$ cat src/rtl/julian_day_to_calendar_macros.svh
// ----------------------------------------------------------------------------
// Assertion macros for the Julian day to calendar converter
// Shared concurrent assertion forms, all sampled on the rising clock edge
// and disabled while the active-low reset is asserted.
// ----------------------------------------------------------------------------
`ifndef JULIAN_DAY_TO_CALENDAR_MACROS_SVH
`define JULIAN_DAY_TO_CALENDAR_MACROS_SVH

// The consequent must hold in the same cycle as the antecedent.
`define JDC_ASSERT_IMPL(name, clk, rst_n, ante, cons, msg) \
    name: assert property (@(posedge clk) disable iff (!(rst_n)) (ante) |-> (cons)) \
        else $error(msg);

// The consequent must hold once the delay n has passed since the antecedent.
`define JDC_ASSERT_DELAY(name, clk, rst_n, ante, n, cons, msg) \
    name: assert property (@(posedge clk) disable iff (!(rst_n)) (ante) |-> ##(n) (cons)) \
        else $error(msg);

`endif

$ cat src/rtl/jdc_pkg.sv
// ----------------------------------------------------------------------------
// jdc_pkg
// Types, constants and tables shared by the Julian day to calendar pipeline.
// ----------------------------------------------------------------------------
`default_nettype none

package jdc_pkg;

    // Pipeline depth from an accepted item to its result strobe.
    localparam int LATENCY = 10;

    // Port field types.
    typedef logic [21:0]        t_day_number;
    typedef logic [31:0]        t_day_fraction;
    typedef logic signed [13:0] t_year;
    typedef logic [3:0]         t_month;
    typedef logic [4:0]         t_mday;
    typedef logic [4:0]         t_hour;
    typedef logic [5:0]         t_minute;
    typedef logic [21:0]        t_seconds;
    typedef logic [2:0]         t_week_day;

    // First day number counted in the Gregorian calendar.
    localparam t_day_number GREG_START = 22'd2299161;

    // Century correction: b = (4a - B_OFFSET) / B_DIV.
    localparam logic [23:0] B_OFFSET = 24'd7468865;
    localparam int          B_DIV    = 146097;
    localparam int          B_SHIFT  = 30;
    localparam logic [12:0] B_RECIP  = 13'((longint'(1) << B_SHIFT) / B_DIV);

    // Offsets that form c from the day number.
    localparam logic [22:0] JUL_OFFSET  = 23'd1524;
    localparam logic [22:0] GREG_OFFSET = 23'd1525;

    // Year count: d = (20c - D_OFFSET) / D_DIV.
    localparam logic [26:0] D_OFFSET = 27'd2442;
    localparam int          D_DIV    = 7305;
    localparam int          D_SHIFT  = 27;
    localparam logic [14:0] D_RECIP  = 15'((longint'(1) << D_SHIFT) / D_DIV);

    // Year origin of the method.
    localparam logic [14:0] YEAR_OFFSET = 15'd4715;

    // Month boundaries: entry f is floor(30.6001 * f).
    localparam logic [9:0] MONTH_START [16] = '{
        10'd0,   10'd30,  10'd61,  10'd91,  10'd122, 10'd153, 10'd183, 10'd214,
        10'd244, 10'd275, 10'd306, 10'd336, 10'd367, 10'd397, 10'd428, 10'd459
    };

endpackage

`default_nettype wire

$ cat src/rtl/jdc_date.sv
// ----------------------------------------------------------------------------
// jdc_date
// Ten-stage date pipeline: day number to year, month and day of month.
// ----------------------------------------------------------------------------
`default_nettype none

module jdc_date (
    input  wire logic              i_clk,
    input  wire jdc_pkg::t_day_number i_day_number,
    output jdc_pkg::t_year         o_cal_year,
    output jdc_pkg::t_month        o_cal_month,
    output jdc_pkg::t_mday         o_cal_day
);

    // Stage 1: calendar select and century dividend.
    jdc_pkg::t_day_number r_s1_a, n_s1_a;
    logic                 r_s1_greg, n_s1_greg;
    logic [23:0]          r_s1_xb, n_s1_xb;

    // Stage 2: reciprocal estimate of the century count.
    jdc_pkg::t_day_number r_s2_a;
    logic                 r_s2_greg;
    logic [23:0]          r_s2_xb;
    logic [6:0]           r_s2_bq, n_s2_bq;
    logic [36:0]          w2_pb;

    // Stage 3: corrected century count.
    jdc_pkg::t_day_number r_s3_a;
    logic                 r_s3_greg;
    logic [6:0]           r_s3_b, n_s3_b;
    logic [24:0]          w3_prod;
    logic [24:0]          w3_rem;

    // Stage 4: shifted day count c.
    logic [22:0]          r_s4_c, n_s4_c;

    // Stage 5: year dividend.
    logic [22:0]          r_s5_c;
    logic [26:0]          r_s5_xd, n_s5_xd;

    // Stage 6: reciprocal estimate of the year count.
    logic [22:0]          r_s6_c;
    logic [26:0]          r_s6_xd;
    logic [13:0]          r_s6_dq, n_s6_dq;
    logic [41:0]          w6_pd;

    // Stage 7: corrected year count d.
    logic [22:0]          r_s7_c;
    logic [13:0]          r_s7_d, n_s7_d;
    logic [26:0]          w7_prod;
    logic [26:0]          w7_rem;

    // Stage 8: days left in the year.
    logic [13:0]          r_s8_d;
    logic [9:0]           r_s8_rest, n_s8_rest;
    logic [24:0]          w8_prod;
    logic [22:0]          w8_diff;

    // Stage 9: month index f.
    logic [13:0]          r_s9_d;
    logic [9:0]           r_s9_rest;
    logic [3:0]           r_s9_f, n_s9_f;
    logic [15:0]          w9_ge;

    // Stage 10: calendar fields.
    jdc_pkg::t_year       r_s10_year, n_s10_year;
    jdc_pkg::t_month      r_s10_month, n_s10_month;
    jdc_pkg::t_mday       r_s10_day, n_s10_day;
    logic [14:0]          w10_year;
    logic [9:0]           w10_day;

    always_comb begin
        // The dividend is only meaningful for Gregorian day numbers.
        n_s1_a    = i_day_number;
        n_s1_greg = (i_day_number >= jdc_pkg::GREG_START);
        n_s1_xb   = {i_day_number, 2'b00} - jdc_pkg::B_OFFSET;

        // The estimate is the true quotient or one below it.
        w2_pb   = 37'(r_s1_xb) * 37'(jdc_pkg::B_RECIP);
        n_s2_bq = w2_pb[36:jdc_pkg::B_SHIFT];

        // One compare against the divisor fixes the estimate.
        w3_prod = 25'(r_s2_bq) * 25'(jdc_pkg::B_DIV);
        w3_rem  = {1'b0, r_s2_xb} - w3_prod;
        n_s3_b  = r_s2_bq + 7'(w3_rem >= 25'(jdc_pkg::B_DIV));

        // The Julian calendar skips the century correction.
        if (r_s3_greg) begin
            n_s4_c = 23'(r_s3_a) + 23'(r_s3_b) - 23'(r_s3_b >> 2) + jdc_pkg::GREG_OFFSET;
        end else begin
            n_s4_c = 23'(r_s3_a) + jdc_pkg::JUL_OFFSET;
        end

        // Twenty times c, as sixteen plus four times.
        n_s5_xd = {r_s4_c, 4'b0000} + 27'({r_s4_c, 2'b00}) - jdc_pkg::D_OFFSET;

        w6_pd   = 42'(r_s5_xd) * 42'(jdc_pkg::D_RECIP);
        n_s6_dq = w6_pd[40:jdc_pkg::D_SHIFT];

        w7_prod = 27'(r_s6_dq) * 27'(jdc_pkg::D_DIV);
        w7_rem  = r_s6_xd - w7_prod;
        n_s7_d  = r_s6_dq + 14'(w7_rem >= 27'(jdc_pkg::D_DIV));

        // Subtract the whole days of the completed years, 365.25 per year.
        w8_prod   = 25'(r_s7_d) * 25'd1461;
        w8_diff   = r_s7_c - w8_prod[24:2];
        n_s8_rest = w8_diff[9:0];

        // The boundary compares form a thermometer code; search it in four steps.
        // No boundary 30.6001 * f with f above zero is a whole number, so the rest
        // reaches it only when it is strictly above the floor.
        for (int k = 0; k < 16; k++) begin
            w9_ge[k] = (r_s8_rest > jdc_pkg::MONTH_START[k]);
        end
        n_s9_f[3] = w9_ge[8];
        n_s9_f[2] = w9_ge[{n_s9_f[3], 3'b100}];
        n_s9_f[1] = w9_ge[{n_s9_f[3], n_s9_f[2], 2'b10}];
        n_s9_f[0] = w9_ge[{n_s9_f[3], n_s9_f[2], n_s9_f[1], 1'b1}];

        // Months count from March; January and February close the year.
        if (r_s9_f < 4'd14) begin
            n_s10_month = r_s9_f - 4'd1;
        end else begin
            n_s10_month = r_s9_f - 4'd13;
        end
        w10_day    = r_s9_rest - jdc_pkg::MONTH_START[r_s9_f];
        n_s10_day  = w10_day[4:0];
        w10_year   = 15'(r_s9_d) - jdc_pkg::YEAR_OFFSET - 15'(n_s10_month > 4'd2);
        n_s10_year = w10_year[13:0];
    end

    always_ff @(posedge i_clk) begin
        r_s1_a      <= n_s1_a;
        r_s1_greg   <= n_s1_greg;
        r_s1_xb     <= n_s1_xb;
        r_s2_a      <= r_s1_a;
        r_s2_greg   <= r_s1_greg;
        r_s2_xb     <= r_s1_xb;
        r_s2_bq     <= n_s2_bq;
        r_s3_a      <= r_s2_a;
        r_s3_greg   <= r_s2_greg;
        r_s3_b      <= n_s3_b;
        r_s4_c      <= n_s4_c;
        r_s5_c      <= r_s4_c;
        r_s5_xd     <= n_s5_xd;
        r_s6_c      <= r_s5_c;
        r_s6_xd     <= r_s5_xd;
        r_s6_dq     <= n_s6_dq;
        r_s7_c      <= r_s6_c;
        r_s7_d      <= n_s7_d;
        r_s8_d      <= r_s7_d;
        r_s8_rest   <= n_s8_rest;
        r_s9_d      <= r_s8_d;
        r_s9_rest   <= r_s8_rest;
        r_s9_f      <= n_s9_f;
        r_s10_year  <= n_s10_year;
        r_s10_month <= n_s10_month;
        r_s10_day   <= n_s10_day;
    end

    assign o_cal_year  = r_s10_year;
    assign o_cal_month = r_s10_month;
    assign o_cal_day   = r_s10_day;

endmodule

`default_nettype wire

$ cat src/rtl/jdc_tod.sv
// ----------------------------------------------------------------------------
// jdc_tod
// Time-of-day pipeline: day fraction to hour, minute and Q6.16 seconds.
// ----------------------------------------------------------------------------
`default_nettype none

module jdc_tod (
    input  wire logic                 i_clk,
    input  wire jdc_pkg::t_day_fraction i_day_fraction,
    output jdc_pkg::t_hour            o_cal_hour,
    output jdc_pkg::t_minute          o_cal_minute,
    output jdc_pkg::t_seconds         o_cal_seconds
);

    typedef struct packed {
        jdc_pkg::t_hour    hour;
        jdc_pkg::t_minute  minute;
        jdc_pkg::t_seconds seconds;
    } t_tod;

    localparam int DLY_DEPTH = jdc_pkg::LATENCY - 2;

    // Stage 1: hours and the rest of the hour.
    jdc_pkg::t_hour   r_s1_hour, n_s1_hour;
    logic [31:0]      r_s1_rem, n_s1_rem;
    logic [36:0]      w1_t;

    // Stage 2: minutes and the rest of the minute.
    jdc_pkg::t_hour   r_s2_hour;
    jdc_pkg::t_minute r_s2_minute, n_s2_minute;
    logic [31:0]      r_s2_rem, n_s2_rem;
    logic [37:0]      w2_t;

    // Stage 3 onward: finished time, delayed to line up with the date.
    logic [37:0]      w3_t;
    t_tod             r_dly [DLY_DEPTH];
    t_tod             n_dly [DLY_DEPTH];

    always_comb begin
        w1_t      = 37'(i_day_fraction) * 37'd24;
        n_s1_hour = w1_t[36:32];
        n_s1_rem  = w1_t[31:0];

        w2_t        = 38'(r_s1_rem) * 38'd60;
        n_s2_minute = w2_t[37:32];
        n_s2_rem    = w2_t[31:0];

        // Seconds keep sixteen fraction bits and drop the rest.
        w3_t               = 38'(r_s2_rem) * 38'd60;
        n_dly[0].hour      = r_s2_hour;
        n_dly[0].minute    = r_s2_minute;
        n_dly[0].seconds   = w3_t[37:16];
        for (int j = 1; j < DLY_DEPTH; j++) begin
            n_dly[j] = r_dly[j - 1];
        end
    end

    always_ff @(posedge i_clk) begin
        r_s1_hour   <= n_s1_hour;
        r_s1_rem    <= n_s1_rem;
        r_s2_hour   <= r_s1_hour;
        r_s2_minute <= n_s2_minute;
        r_s2_rem    <= n_s2_rem;
        r_dly       <= n_dly;
    end

    assign o_cal_hour    = r_dly[DLY_DEPTH - 1].hour;
    assign o_cal_minute  = r_dly[DLY_DEPTH - 1].minute;
    assign o_cal_seconds = r_dly[DLY_DEPTH - 1].seconds;

endmodule

`default_nettype wire

$ cat src/rtl/jdc_wday.sv
// ----------------------------------------------------------------------------
// jdc_wday
// Weekday pipeline: (day number + 1) mod 7 by octal digit sums.
// ----------------------------------------------------------------------------
`default_nettype none

module jdc_wday (
    input  wire logic                 i_clk,
    input  wire jdc_pkg::t_day_number i_day_number,
    output jdc_pkg::t_week_day        o_week_day
);

    localparam int DLY_DEPTH = jdc_pkg::LATENCY - 1;

    // Stage 1: sum of the octal digits, congruent mod 7 since 8 is 1 mod 7.
    logic [23:0]          w1_num;
    logic [5:0]           r_s1_sum, n_s1_sum;

    // Stage 2 onward: folded residue, delayed to line up with the date.
    logic [3:0]           w2_fold;
    logic [3:0]           w2_fold2;
    jdc_pkg::t_week_day   r_dly [DLY_DEPTH];
    jdc_pkg::t_week_day   n_dly [DLY_DEPTH];

    always_comb begin
        w1_num   = 24'(i_day_number) + 24'd1;
        n_s1_sum = 6'd0;
        for (int k = 0; k < 8; k++) begin
            n_s1_sum = n_s1_sum + 6'(w1_num[3 * k +: 3]);
        end

        // Fold twice more, then map a residue of seven to zero.
        w2_fold  = 4'(r_s1_sum[5:3]) + 4'(r_s1_sum[2:0]);
        w2_fold2 = 4'(w2_fold[3]) + 4'(w2_fold[2:0]);
        if (w2_fold2 >= 4'd7) begin
            n_dly[0] = 3'(w2_fold2 - 4'd7);
        end else begin
            n_dly[0] = w2_fold2[2:0];
        end
        for (int j = 1; j < DLY_DEPTH; j++) begin
            n_dly[j] = r_dly[j - 1];
        end
    end

    always_ff @(posedge i_clk) begin
        r_s1_sum <= n_s1_sum;
        r_dly    <= n_dly;
    end

    assign o_week_day = r_dly[DLY_DEPTH - 1];

endmodule

`default_nettype wire

$ cat src/rtl/julian_day_to_calendar.sv
// ----------------------------------------------------------------------------
// julian_day_to_calendar
// Pipelined conversion of a Julian day number and day fraction to a date.
// ----------------------------------------------------------------------------
// An item is taken at a rising edge where start is high and busy is low. It
// carries an integer Julian day number and the elapsed fraction of the day
// since midnight in units of 2^-32 day.
// At the last stage o_strobe is high for one cycle, with year, month, day of
// month, hour, minute, Q6.16 seconds and weekday (0 is Sunday) on the result
// ports. The receiver takes every result in that cycle and cannot hold it off.
// One item is taken every cycle; busy is low whenever reset is released.
// The latency is set by the date path: two reciprocal divisions, each a
// multiply stage followed by a correction stage, plus the month search.
// Hour, minute and seconds come from three constant multiplications, and the
// weekday from octal digit folding; both are delayed to match the date.
// While i_rst_n is low, busy is high and all items in flight are dropped:
// no strobe follows for them.
// ----------------------------------------------------------------------------
`default_nettype none

`include "julian_day_to_calendar_macros.svh"

module julian_day_to_calendar (
    input  wire logic                   i_clk,
    input  wire logic                   i_rst_n,
    input  wire logic                   start,
    output logic                        busy,
    input  wire jdc_pkg::t_day_number   i_day_number,
    input  wire jdc_pkg::t_day_fraction i_day_fraction,
    output logic                        o_strobe,
    output jdc_pkg::t_year              o_cal_year,
    output jdc_pkg::t_month             o_cal_month,
    output jdc_pkg::t_mday              o_cal_day,
    output jdc_pkg::t_hour              o_cal_hour,
    output jdc_pkg::t_minute            o_cal_minute,
    output jdc_pkg::t_seconds           o_cal_seconds,
    output jdc_pkg::t_week_day          o_week_day
);

    logic w_accept;
    logic [jdc_pkg::LATENCY-1:0] r_vld, n_vld;

    // The pipeline never stalls, so only reset holds items off.
    assign busy     = !i_rst_n;
    assign w_accept = start && !busy;

    // Valid bits march alongside the data stages.
    always_comb begin
        n_vld = {r_vld[jdc_pkg::LATENCY-2:0], w_accept};
    end

    always_ff @(posedge i_clk) begin
        if (!i_rst_n) begin
            r_vld <= '0;
        end else begin
            r_vld <= n_vld;
        end
    end

    assign o_strobe = r_vld[jdc_pkg::LATENCY-1];

    // Date path.
    jdc_date u_date (
        .i_clk        (i_clk),
        .i_day_number (i_day_number),
        .o_cal_year   (o_cal_year),
        .o_cal_month  (o_cal_month),
        .o_cal_day    (o_cal_day)
    );

    // Time-of-day path.
    jdc_tod u_tod (
        .i_clk          (i_clk),
        .i_day_fraction (i_day_fraction),
        .o_cal_hour     (o_cal_hour),
        .o_cal_minute   (o_cal_minute),
        .o_cal_seconds  (o_cal_seconds)
    );

    // Weekday path.
    jdc_wday u_wday (
        .i_clk        (i_clk),
        .i_day_number (i_day_number),
        .o_week_day   (o_week_day)
    );

    // Every accepted item produces its strobe after the full pipeline depth.
    `JDC_ASSERT_DELAY(a_strobe_follows, i_clk, i_rst_n, w_accept, jdc_pkg::LATENCY, o_strobe, "accepted item lost")
    // A strobe only ever belongs to an accepted item.
    `JDC_ASSERT_IMPL(a_strobe_origin, i_clk, i_rst_n, o_strobe, $past(w_accept, jdc_pkg::LATENCY), "strobe without item")
    // Dates on a strobe are always well formed.
    `JDC_ASSERT_IMPL(a_date_range, i_clk, i_rst_n, o_strobe, (o_cal_month >= 4'd1) && (o_cal_month <= 4'd12) && (o_cal_day >= 5'd1), "date out of range")
    // Time of day and weekday on a strobe are within their ranges.
    `JDC_ASSERT_IMPL(a_time_range, i_clk, i_rst_n, o_strobe, (o_cal_hour <= 5'd23) && (o_cal_minute <= 6'd59) && (o_week_day <= 3'd6), "time out of range")

endmodule

`default_nettype wire

$ cat config.mk
export PLATFORM = sky130hd
export DESIGN_NAME = julian_day_to_calendar
export DESIGN_NICKNAME = d
export VERILOG_FILES = /design/src/rtl/jdc_pkg.sv /design/src/rtl/jdc_date.sv /design/src/rtl/jdc_tod.sv /design/src/rtl/jdc_wday.sv /design/src/rtl/julian_day_to_calendar.sv
export VERILOG_INCLUDE_DIRS = /design/src /design/src/rtl
export SDC_FILE = /design/constraint.sdc
export NUM_CORES = 2
export LEC_CHECK = 0
export ABC_AREA = 1
export BUFFER_PORTS_ARGS = -buffer_cell sky130_fd_sc_hd__clkbuf_2
export CAP_MARGIN = 40
export CELL_PAD_IN_SITES_DETAIL_PLACEMENT = 2
export CELL_PAD_IN_SITES_GLOBAL_PLACEMENT = 2
export CORE_ASPECT_RATIO = 0.75
export CORE_MARGIN = 5
export CORE_UTILIZATION = 40
export CTS_CLUSTER_SIZE = 10
export DETAILED_ROUTE_END_ITERATION = 10
export HOLD_SLACK_MARGIN = 0.02
export PLACE_DENSITY = 0.86
export REMOVE_ABC_BUFFERS = 1
export SYNTH_ARGS = -nofsm -noshare
export SYNTH_HDL_FRONTEND = slang
export SYNTH_HIERARCHICAL = 1
export SYNTH_SLANG_ARGS = --single-unit
export TNS_END_PERCENT = 10
$ cat constraint.sdc
create_clock -name i_clk -period 7 [get_ports i_clk]
set_input_delay 1.4 -clock i_clk [delete_from_list [all_inputs] [get_ports i_clk]]
set_output_delay 1.4 -clock i_clk [all_outputs]
set_load 0.01 [all_outputs]
* After elaboration in Yosys (flattened, before gate mapping)
Memory sizes are Yosys's and may differ from the RTL's.
Index checks and enable logic that the tools add are counted.
** Storage, ports and cells
- Bits in registers :: 718
- Bits in read-only memories :: 160
- Output and inout port bits :: 61
- Memories :: 1
** Memories
- (name not given) :: depth 16, bits a word 10, read ports 1, clocked after memory_dff 0, write ports 0, RTL line jdc_date.sv:126 : w10_day = r_s9_rest - jdc_pkg::MONTH_START[r_s9_f];
** Cells by class
- Add/sub/neg operators :: 28
- Multipliers :: 8
- $lt $le $gt $ge :: 25
- Multiplexer cells :: 11
- Bitwise gates (word level) :: 1
- Reduce and logical (&&, ||, !) cells :: 2
** Operator list (count)
- greater-than comparator 10 x 9 -> 1 bit, second input constant :: 7
- multiplier 27 x 15 -> 41 bit, second input constant :: 1
- greater-than comparator 10 x 8 -> 1 bit, second input constant :: 4
- multiplier 24 x 13 -> 37 bit, second input constant :: 1
- adder 6 x 3 -> 6 bit :: 6
- multiplier 30 x 4 -> 34 bit, second input constant :: 1
- multiplier 32 x 2 -> 34 bit, second input constant :: 1
- multiplier 29 x 4 -> 33 bit, second input constant :: 1
- adder 27 x 25 -> 27 bit :: 1
- >= comparator 27 x 13 -> 1 bit, second input constant :: 1
- multiplier 14 x 13 -> 27 bit, second input constant :: 1
- subtractor 27 x 12 -> 27 bit, second input constant :: 1
- subtractor 27 bit :: 1
- >= comparator 25 x 18 -> 1 bit, second input constant :: 1
- multiplier 7 x 18 -> 25 bit, second input constant :: 1
- subtractor 24 x 25 -> 25 bit :: 1
- subtractor 24 x 23 -> 24 bit, second input constant :: 1
- adder 22 x 1 -> 23 bit, second input constant :: 1
- adder 22 x 11 -> 23 bit, second input constant :: 1
- adder 22 x 7 -> 23 bit :: 1
- adder 23 x 11 -> 23 bit, second input constant :: 1
- 2-to-1 mux 23 bit :: 1
- subtractor 23 x 5 -> 23 bit :: 1
- >= comparator 22 bit, second input constant :: 1
- other kinds (29) :: 37

* Longest topological paths before layout
- Depth after elaboration :: 8
- Mapped depth :: 33
- Gate-level depth less buffers :: 33

* By module
The synthesis kept the hierarchy.
** Modules (own cells, without submodules)
- jdc_date :: times used 1, cells an instance 3809, area each 33517.1 um^2
- jdc_tod :: times used 1, cells an instance 2009, area each 16200.5 um^2
- jdc_wday :: times used 1, cells an instance 218, area each 1925.6 um^2
- julian_day_to_calendar :: times used 1, cells an instance 32, area each 290.3 um^2

* Worst setup path after synthesis
Ideal clock, no wire load.
- Kind :: register to register
- From :: reg u_date.r_s6_dq[1]
- To :: reg u_date.r_s7_d[12]
- Arrival time :: 5.737 ns
- Data required time :: 6.928 ns
- Slack :: 1.191 ns
- Cell stages (with the launch flop) :: 27
- Path buffers :: 0
- Clock period less this slack :: 5.809 ns
- Cells stage by stage :: dfxtp_1 inv_1 fa_1 fa_1 inv_1 ha_1 fa_1 fa_1 fa_1 inv_1 ha_1 a21oi_1 nand2_1 a21oi_1 nand4_1 nand2_1 nand2_1 nor3_1 nand3_1 nor2_1 nand4_1 ha_1 ha_1 nand4_1 inv_1 nand3_1 xor2_1
** On the way
- Longest elaborated chain between the ends :: 4
** Ends and longest elaborated chain
- start: declaration :: RTL line jdc_date.sv:44 : logic [13:0] r_s6_dq, n_s6_dq;
- start signal: assignment :: RTL line jdc_date.sv:148 : r_s6_dq <= n_s6_dq;
- multiplier 14 x 13 -> 27 bit :: RTL line jdc_date.sv:100 : w7_prod = 27'(r_s6_dq) * 27'(jdc_pkg::D_DIV);
- subtractor 27 bit :: RTL line jdc_date.sv:101 : w7_rem = r_s6_xd - w7_prod;
- >= comparator 27 x 13 -> 1 bit :: RTL line jdc_date.sv:102 : n_s7_d = r_s6_dq + 14'(w7_rem >= 27'(jdc_pkg::D_DIV));
- adder 14 x 1 -> 14 bit (*) :: RTL line jdc_date.sv:102
- via u_date.n_s7_d[12] :: RTL line jdc_date.sv:49 : logic [13:0] r_s7_d, n_s7_d;
- end signal: assignment :: RTL line jdc_date.sv:150 : r_s7_d <= n_s7_d;
- end: declaration :: RTL line jdc_date.sv:49
The timed path passes the listed nets; every way through them passes the cells marked *.
A chain may end at the register's enable or synchronous reset.

* Worst setup path after layout
- From :: reg u_date.r_s6_dq[3]
- To :: reg u_date.r_s7_d[12]
The elaborated chain is that of the path after synthesis.

==> summary.md <==
| Metric | Value |
|---|---|
| Placement-stage cell area | about 0.055 mm^2 |
| Share of the synthesized area in the top cell type | 0.2725 |
| Critical Path Stages | 26 |
| Final Hold Viols | 0 |
| Initial Util | 0.4028 |
| Mux share of post-synthesis cell area | 0 |
| Top_reg_cell synth | dfxtp_1 |
| Initial DRC count | around 2100 |
| Die H | around 320 um |
| Worst-Skew Late Latency | around 740 ps |
| Period minus WS final | 6870 ps |
| Post-route ant nets | 0 |
| Slew Limit Fails | 0 |
| Synthesized area | just over 0.05 mm^2 |
| Ys Warns | 6 |
| TritonCTS clock tree | done |
| Final std cells w/o fill | approximately 8000 |
| Post-synthesis register bit count | roughly 710 |
| Synth top cells by count | inv_1, nand2_1, ha_1 |
| Hold Crit Class | reg -> reg |
| Worst hold path depth | 0 |
| DIE WIDTH | ~430 um |
| Antenna violations before repair | 2 |
| Count of final setup violators | 0 |
| Largest net degree at the start of global routing | 22 |
| Clk pin slew, worst setup/hold paths | 70 ps |
| Relative slew margins | 0.3678 |
| Synth Area per Inst | between 8 and 9 um^2 |
| Max cap viols | 0 |
| Die area | 0.1372 mm^2 |
| Synthesis-to-finish area growth | 10.48% |
| Outcome | finished clean |
| Clock Skews | about 67 ps |
| Cell Rows | 114 |
| H-tree depth | 3 |
| Setup crit start kind | register |
| Core Area | ~0.13 mm^2 |
| Wire length per cell | 25.39 um |
| CP top delay family | adder cells |
| Number of flops mapped to enable cells by yosys | 0 |
| Final period util | 0.9814 |
| Placer Congestion | approximately 0.86 |
| Num CTS Buffers | between 80 and 90 |
| Worst setup EP type | register |
| Synth async-reset ratio | 0 |
| Cell variety after synth | 55 |
| Total wire length | between 200000 and 250000 um |
| Fmax | approximately 150 MHz |
| Clock Path Buffers | 3 |
| Critical path type | reg -> reg |
| Area leader, netlist | dfxtp_1 |
| First-pass GRT wire length | ~310000 um |
| Post-DP HPWL | 147700 um |
| Crit path DAT | 7490 ps |
| Share of cells above drive strength 1 | 0.05052 |
| Crit-path max cell delay | 620 ps |
| Synth top area cells | dfxtp_1, fa_1, ha_1 |
| Area share of and/or/nand/nor cells after synthesis | 0.1596 |
| Via count | between 40000 and 50000 |
| Post-Synthesis Cells | ~6000 |
| Cells on worst reg2reg path | 26 |
| Sequential share of the synthesized area | 0.2725 |
| XOR/XNOR Fraction of Synth Area | 0.03474 |
| Largest family of logic cells by synthesized area | adder cells |
| CP Max Fanout | 6 |
| First-pass detailed-route iteration total | 5 |
| # DRC | 0 |
| Vias in the first global route | 51680 |
| Root Buffer | clkbuf_16 |
| Most numerous cell in the Yosys netlist | inv_1 |
| # nets final | roughly 7600 |
| CTS Sinks | between 700 and 800 |
| Slowest CP cell | fa_1 |
| Post-synthesis compound-gate area fraction | 0.05818 |
| CP Buf/Inv Count | 5 |
| Placed insts | between 7000 and 8000 |
| Worst path required time | between 7000 and 8000 ps |
| All-Layer GR Usage | 0.2970 |
| Vias/cell | 5.351 |
| Total gr overflow | 0 |
| Port buffer count | roughly 120 |
| Worst Max-Slew Pin Slew | between 900 and 1000 ps |
| Adder-cell share of the synthesized area | 0.3763 |
| Final Cell Area | approximately 0.057 mm^2 |
| Ports | 118 |
[what timing repair did]
item                                    in CTS  in global routing
pin swaps                                    1                  7
hold buffers                                 0                  0
resized for setup                           13                 19
endpoints found under the hold margin        0                  0
endpoints found under the setup margin       5                  6
setup buffers                                0                  3
[metrics by stage]
stage | setup slack, ps | utilization | hold slack, ps | TNS, ps
after global routing | -3.891 | 0.4449 | 313.2 | -3.891
after detailed placement | 249.0 | 0.4243 | 313.2 | 0
after floorplan | 1191 | - | 309.6 | 0
after global placement | 493.3 | 0.4241 | 309.8 | 0
after CTS | 22.24 | 0.4444 | 306.7 | 0
final | 130.4 | 0.4450 | 305.5 | 0
[registers in the layout, summed over array words and instances (netlist names), 22 cells and up]
register,cells
u_date/r_s1_a,22
u_date/r_s1_xb,22
u_date/r_s2_a,22
u_date/r_s2_xb,22
u_date/r_s3_a,22
u_date/r_s4_c,23
u_date/r_s5_xd,25
u_date/r_s6_xd,25
u_tod/n_dly,231
u_tod/o_cal_seconds,22
u_tod/r_s1_rem,29
u_tod/r_s2_rem,27
u_wday/n_dly,24
[path summary, 6_finish.rpt]
check	start	slack [ps]	end
worst min-delay path	u_date/r_s5_c[1]	310	u_date/r_s6_c[1]
worst min register to register	u_date/r_s5_c[1]	310	u_date/r_s6_c[1]
worst max-delay path	u_date/r_s6_dq[3]	130	u_date/r_s7_d[12]
worst max register to register	u_date/r_s6_dq[3]	130	u_date/r_s7_d[12]
[worst reg2reg max path, stage by stage (launching register included)]
cell	delay [ps]
dfxtp_2	410
inv_2	110
fa_2	520
fa_1	620
inv_1	70
ha_1	340
fa_1	530
fa_1	550
fa_1	480
inv_1	150
ha_1	340
a21oi_1	310
o21ai_0	140
a21oi_1	200
nand2_1	140
inv_1	120
nor2_2	60
o21bai_1	190
nand2_1	80
nor2_1	110
nand4_1	230
ha_4	270
ha_2	200
nand4_1	140
inv_1	100
nand3_1	130
xor2_1	240
[placed cells by master, fill, tap and decap left out, drive strengths merged, types with 5 or more instances in the layout]
master / synthesis / final
o21a: 5 / 5
nand3: 236 / 236
ha: 762 / 762
a21o: 17 / 17
a21oi: 280 / 280
a211oi: 7 / 7
a31oi: 8 / 8
o21bai: 32 / 32
clkbuf: 9 / 214
or2: 5 / 5
nor3: 56 / 56
buf: 1 / 8
xor2: 154 / 154
a221oi: 5 / 5
nand2: 1248 / 1248
o21ai: 151 / 151
o211ai: 13 / 13
fa: 500 / 500
nor2: 348 / 348
nor4: 15 / 15
clkinv: 0 / 10
inv: 1353 / 1353
nand3b: 10 / 10
nand4: 67 / 67
dfxtp: 707 / 707
xnor2: 52 / 52
[final cells by class]
cell class / instances / area, um^2
repair buffers: 125 / 665.6
well taps: 1740 / 2177
multi-input cells: 3998 / 32720
flip-flops and latches: 707 / 14160
clock buffers: 97 / 2242
fillers: 14230 / 71570
clock inverters: 15 / 320.3
diodes: 1 / 2.502
inverters: 1353 / 5079
[logic make-up after synthesis]
family	after synthesis
AO/OA/AOI/OAI	540
adder cells (fa/ha/maj)	1262
buffers and inverters	1363
flip-flops	707
XOR/XNOR	206
AND/OR/NAND/NOR	1990
[layer usage]
metal  vias to the layer above  GRT usage  routed length, um
li1                      19160          -                  -
met4                         2     0.1379              10220
met2                      1218     0.5400             102900
met1                     22040     0.3446              83110
met5                         -          0                 11
met3                       587    0.04336               7844
Power is not shown: default switching activity piles up to over one toggle a cycle in this logic, so the estimate is an artifact.
